===== src/hdl/csot_pkg.sv =====
`timescale 1ns / 1ps

package csot_pkg;

    localparam int CW = 32;
    localparam int EW = CW + 3;
    localparam int MW = CW + 1;
    localparam int SW = 2 * MW;

    typedef enum logic [2:0] {
        OP_POINT_CIRCLE   = 3'd0,
        OP_POINT_SQUARE   = 3'd1,
        OP_CIRCLE_CIRCLE  = 3'd2,
        OP_SQUARE_SQUARE  = 3'd3,
        OP_CIRCLE_SQUARE  = 3'd4
    } op_t;

    typedef struct packed {
        logic [2:0]           operation;
        logic signed [CW-1:0] first_x;
        logic signed [CW-1:0] first_y;
        logic [CW-2:0]        first_size;
        logic signed [CW-1:0] second_x;
        logic signed [CW-1:0] second_y;
        logic [CW-2:0]        second_size;
        logic signed [CW-1:0] tolerance;
    } item_t;

    typedef struct packed {
        logic          direct;
        logic          direct_hit;
        logic [MW-1:0] dx_mag;
        logic [MW-1:0] dy_mag;
        logic [MW-1:0] thr;
    } prep_t;

endpackage


===== src/hdl/csot_geom.sv =====
`timescale 1ns / 1ps

module csot_geom (
    input  csot_pkg::item_t item,
    output csot_pkg::prep_t prep
);
    import csot_pkg::*;

    function automatic logic [MW-1:0] mag_of(input logic signed [EW-1:0] v);
        logic signed [EW-1:0] a;
        a = (v < 0) ? -v : v;
        return a[MW-1:0];
    endfunction

    logic signed [EW-1:0] ax_e, ay_e, as_e, bx_e, by_e, bs_e, eps_e;
    logic signed [EW-1:0] d_x, d_y, abs_x, abs_y, sum_s, gx, gy;
    logic signed [EW-1:0] lo_x, hi_x, lo_y, hi_y, qx, qy, cx, cy;
    logic signed [EW-1:0] vx, vy, t;
    logic                 in_sq, direct, direct_hit;

    assign ax_e  = EW'(item.first_x);
    assign ay_e  = EW'(item.first_y);
    assign as_e  = EW'(item.first_size);
    assign bx_e  = EW'(item.second_x);
    assign by_e  = EW'(item.second_y);
    assign bs_e  = EW'(item.second_size);
    assign eps_e = EW'(item.tolerance);

    assign d_x   = bx_e - ax_e;
    assign d_y   = by_e - ay_e;
    assign abs_x = (d_x < 0) ? -d_x : d_x;
    assign abs_y = (d_y < 0) ? -d_y : d_y;
    assign sum_s = as_e + bs_e;
    assign gx    = abs_x - sum_s;
    assign gy    = abs_y - sum_s;

    assign lo_x = bx_e - bs_e;
    assign hi_x = bx_e + bs_e;
    assign lo_y = by_e - bs_e;
    assign hi_y = by_e + bs_e;
    assign qx   = (ax_e < lo_x) ? lo_x : ((ax_e > hi_x) ? hi_x : ax_e);
    assign qy   = (ay_e < lo_y) ? lo_y : ((ay_e > hi_y) ? hi_y : ay_e);
    assign cx   = ax_e - qx;
    assign cy   = ay_e - qy;

    assign in_sq = (bx_e > ax_e - as_e + eps_e) && (bx_e < ax_e + as_e - eps_e) &&
                   (by_e > ay_e - as_e + eps_e) && (by_e < ay_e + as_e - eps_e);

    always_comb
    begin
        vx         = '0;
        vy         = '0;
        t          = '0;
        direct     = 1'b0;
        direct_hit = 1'b0;
        unique case (item.operation)
            OP_POINT_CIRCLE:
            begin
                vx = d_x;
                vy = d_y;
                t  = as_e - eps_e;
            end
            OP_POINT_SQUARE:
            begin
                direct     = 1'b1;
                direct_hit = in_sq;
            end
            OP_CIRCLE_CIRCLE:
            begin
                vx = d_x;
                vy = d_y;
                t  = sum_s + eps_e;
            end
            OP_SQUARE_SQUARE:
            begin
                if (gx < 0 && gy < 0)
                begin
                    direct     = 1'b1;
                    direct_hit = 1'b1;
                end
                else
                begin
                    vx = (gx > 0) ? gx : '0;
                    vy = (gy > 0) ? gy : '0;
                    t  = eps_e;
                end
            end
            OP_CIRCLE_SQUARE:
            begin
                vx = cx;
                vy = cy;
                t  = as_e + eps_e;
            end
            default:
            begin
                direct     = 1'b1;
                direct_hit = 1'b0;
            end
        endcase
        // drop distance tests whose threshold is not positive
        if (!direct && t <= 0)
        begin
            direct     = 1'b1;
            direct_hit = 1'b0;
        end
    end

    assign prep.direct     = direct;
    assign prep.direct_hit = direct_hit;
    assign prep.dx_mag     = mag_of(vx);
    assign prep.dy_mag     = mag_of(vy);
    assign prep.thr        = t[MW-1:0];

endmodule


===== config.mk =====
export PLATFORM = sky130hd
export DESIGN_NAME = csot_geom
export DESIGN_NICKNAME = d
export VERILOG_FILES = /design/src/hdl/csot_pkg.sv /design/src/hdl/csot_geom.sv
export SDC_FILE = /design/constraint.sdc
export NUM_CORES = 2
export LEC_CHECK = 0
export BUFFER_PORTS_ARGS = -buffer_cell sky130_fd_sc_hd__clkbuf_2
export CORE_MARGIN = 3
export CORE_UTILIZATION = 52
export DETAILED_ROUTE_END_ITERATION = 8
export PLACE_DENSITY = 0.7
export SYNTH_ARGS = -nofsm -noshare
export SYNTH_HDL_FRONTEND = slang
export SYNTH_SLANG_ARGS = --single-unit
export TNS_END_PERCENT = 10

===== constraint.sdc =====
create_clock -name vclk -period 13.4
set_input_delay 1.34 -clock vclk [all_inputs]
set_output_delay 1.34 -clock vclk [all_outputs]
set_load 0.03 [all_outputs]

## Word level (Yosys, flattened, before mapping)

Index checks and enable logic that the tools add are counted.

- $add $sub $neg: 26
- $lt $le $gt $ge: 17
- Equal/unequal tests: 4
- Multiplexer cells: 21
- Reductions and logical operators: 9

Operator list:

| operator | number |
|---|---|
| $mux W35 | 11 |
| $sub A32 B32 Y33 | 7 |
| $pmux W35 S3 | 2 |
| $add A32 B32 Y33 | 5 |
| $lt A35 B1 Y1 const B | 4 |
| $pmux W35 S4 | 1 |
| $add A33 B32 Y34 | 3 |
| $gt A35 B1 Y1 const B | 2 |
| $neg A33 Y35 | 2 |
| $sub A32 B35 Y35 | 2 |
| $sub A35 B33 Y35 | 2 |
| $gt A32 B34 Y1 | 2 |
| $lt A32 B34 Y1 | 2 |
| $sub A33 B32 Y34 | 2 |
| $gt A32 B33 Y1 | 2 |
| $lt A32 B33 Y1 | 2 |
| $lt A33 B1 Y1 const B | 2 |
| $mux W33 | 2 |
| $neg A33 Y33 | 2 |
| $le A35 B1 Y1 const B | 1 |
| $add A31 B31 Y32 | 1 |
| $eq A3 B2 Y1 const B | 2 |
| $logic_and A1 B1 Y1 | 5 |
| $pmux W1 S2 | 2 |
| other kinds (7) | 9 |

- Register bits: 0
- Input bits: 225
- Word-level logic and storage cells: 77

## Longest topological paths before layout

- Word-level depth: 11
- Gate-level depth with buffers: 48
- Mapped depth without buffers: 47

## Worst setup path after synthesis

No wires, ideal clock.

- Kind: input -> output
- Start point: in item[41] (netlist bit)
- End point: out prep[97] (netlist bit)
- Arrival time: 10.770 ns
- Setup slack: 1.290 ns
- Cell stages on the path: 44
- Path through: inv_1 ha_1 clkbuf_1 or3_1 or3_1 a211oi_1 or3_1 a31o_2 a21oi_1 o31ai_1 a211oi_1 nor3_1 nor2_1 o21bai_1 xnor2_1 ha_1 nand4_1 or2_2 [... 8 more ...] a21oi_1 o21ai_0 ha_1 nor2b_1 o31a_1 o21a_1 or3_1 a32oi_1 nand2_1 nor4_1 nor4bb_1 nand4_1 or3_1 a211oi_1 nand4_1 nor4_1 a31oi_1 xnor2_1

RTL lines:

| what | line | RTL |
|---|---|---|
| start, declared | csot_geom.sv:4 | `input csot_pkg::item_t item,` |
| end, declared | csot_geom.sv:5 | `output csot_pkg::prep_t prep` |

==> run_results.csv <==
group,metric,value,unit
critical_path,crit_required,12.06,ns
finish,seq_cells,0,
critical_path,startpoint,"item[32]",
die,core_region_area,0.0845,mm2
drt,drc,0,
die,rows,106,
critical_path,crit_type,"in2out",
timing,worst_slack,0.455,ns
timing,max_freq,77.2,MHz
critical_path,worstSetupEndpoint,"prep[62]",
global_routing,antenna_found_initial,14,
critical_path,cpMaxStageDelayCell,"or3b_1",
finish,clock_buffers,0,
global_routing,grtUsageTotal,42.2,%
logic_synthesis,yosysUniqueCellTypes,115,
place,place_hpwl,175,mm
logic_synthesis,syn_inst,6255,
global_routing,grt_max_degree,47,
drt,post_drt_wl_per_cell,25.7,um
critical_path,crit_path_end_kind,"output pin",
critical_path,critPathTopFamily,"simple AND/OR/NAND/NOR gates",
finish,area_delta_synth_final,10.3,%
timing,post-route-period-util,96.6,%
die,ios,326,
place,gp_congestion,1.03,
global_routing,grt_pass1_vias,47900,
drt,dr_total_vias,51000,
finish,nets,7881,
timing,maxSlewViolCount,0,
logic_synthesis,yosys_warnings,0,
status,status,"finished, final reports clean",
critical_path,crit_cells,46,
die,fp.dieArea,0.0896,mm2
critical_path,path_buf_inv,6,
timing,hold_violations,0,
timing,tightest_slew,1.25,ns
die,start_util,53.0,%
drt,drt.antenna.violating_nets,0,
logic_synthesis,synth_nets,7476,
finish,utilization,58.4,%
drt,dr.pass1.iters,8,
logic_synthesis,ys_seq_area_share,0,%
drt,via_per_inst,6.54,
finish,register_area,0,um2
critical_path,cp.arrival,11.61,ns
critical_path,start_kind,"input pin",
place,pre_cts_slack,-0.0369,ns
drt,drt-initial-drc-count,5535,
timing,finalSetupTns,0,ns
drt,routed_wl,201,mm
place,io_buffers,326,
timing,setup_viol,0,
global_routing,grt_pass1_wl,289,mm
flow_run,drv_cap,0,
die,die_w,299,um
critical_path,slowest_delay,0.43,ns
finish,final_cells,7804,
timing,fin_crit,12.95,ns
global_routing,gr-total-overflow,0,
logic_synthesis,avgSynthCellArea,7.15,um2
place,dpl.cell_count,7785,
critical_path,critPathMaxFanout,5,
finish,drive_above_1_share,11.8,%
timing,slew_headroom,15.2,%
die,die_h,299,um
worst_hold_path,hold_class,"in2out",
clock_tree,postCtsHoldBufs,0,
logic_synthesis,synth_area,0.0447,mm2
## layout make-up
cell class | count | area [um2]
Timing Repair Buffer | 566 | 3470
Fill cell | 8306 | 35100
Antenna cell | 12 | 30.0
Multi-Input combinational cell | 5499 | 42200
Inverter | 593 | 2230
Tap cell | 1134 | 1420
## cells by family (layout without fill, tap and decap cells)
| kind of cell | Yosys count | after routing | synth area share (%) |
|---|---|---|---|
| compound gates | 2054 | 2054 | 30.4 |
| xor+xnor | 536 | 536 | 10.5 |
| fa+ha+maj | 996 | 996 | 30.2 |
| buf+inv | 756 | 1159 | 6.44 |
| mux | 60 | 60 | 1.46 |
| other cells | 0 | 12 | 0 |
| simple gates | 1853 | 1853 | 21.0 |
## routing by layer
metal	up-vias	part of all wire, %	global-route usage [%]
li1	23600	-	-
met1	24200	41	56.3
met2	2726	43	65.6
met3	459	11	9.10
met4	4	5.0	17.9
met5	-	0.013	0
## cells in the mapped netlist (17+ instances only)
master	count	area, um2
o31ai_1	49	368
or2_2	41	257
clkbuf_1	132	495
nand3_1	132	661
and2_1	48	300
a221o_1	21	210
nor3_1	170	851
o21bai_1	92	691
mux2_2	41	462
and3_1	62	388
o31a_1	27	236
fa_1	138	2760
xnor2_1	320	2800
or3_1	78	488
ha_1	858	10700
a211oi_1	77	578
nor2b_1	98	613
nor4_1	38	238
a21oi_1	564	2820
a21o_1	216	1620
nand4_1	90	563
a31oi_1	78	488
nand2b_1	135	845
o211ai_1	48	360
nor2_1	477	1790
nor3b_1	25	188
o41ai_1	22	193
o21ai_0	372	1860
a211o_1	34	298
o22ai_1	37	231
nand2_1	369	1390
mux2i_1	19	190
xor2_1	213	1870
a22oi_1	33	248
a2111oi_0	17	149
o21a_1	106	796
inv_1	592	2220
o21ai_1	21	105
a221oi_1	27	236
## metrics by stage
stage               instance area (um2)  hold WS [ns]
detailed placement                49000          3.24
CTS                               49000          3.24
global placement                  49000          3.25
floorplan                         44700          2.92
finish                            49400          3.24
global route                      49400          3.27
## cells in the final DEF (no fill, tap or decap), types with 45 or more instances in the layout
master    count
a21oi_1     557
o21a_1      106
inv_1       591
nand4_1      90
xor2_1      213
o21bai_1     89
a31oi_1      76
nor2b_1      97
and2_1       48
a211oi_1     71
nand2b_1    135
o211ai_1     48
nor2_1      474
o31ai_1      45
nand2_1     369
clkbuf_2    326
ha_1        856
or3_1        77
nor3_1      169
fa_1        138
a21o_1      215
nand3_1     131
and3_1       62
buf_4       237
o21ai_0     368
xnor2_1     318
## how the worst min path moves through the flow
stage,slack [ns],startpoint,depth (start not counted),to
after CTS,3.24,item[2],3,prep[2]
after floorplan,2.92,item[0],1,prep[0]
after global placement,3.25,item[2],3,prep[2]
after detailed placement,3.24,item[2],3,prep[2]
final,3.24,item[2],3,prep[2]
after global routing,3.27,item[2],3,prep[2]
## what timing repair did
action	4_1_cts	5_1_grt
setup endpoints to repair	3	64
pin swaps	1	6
endpoints found under the hold margin	0	0
resized for setup	2	66
buffers inserted	0	7
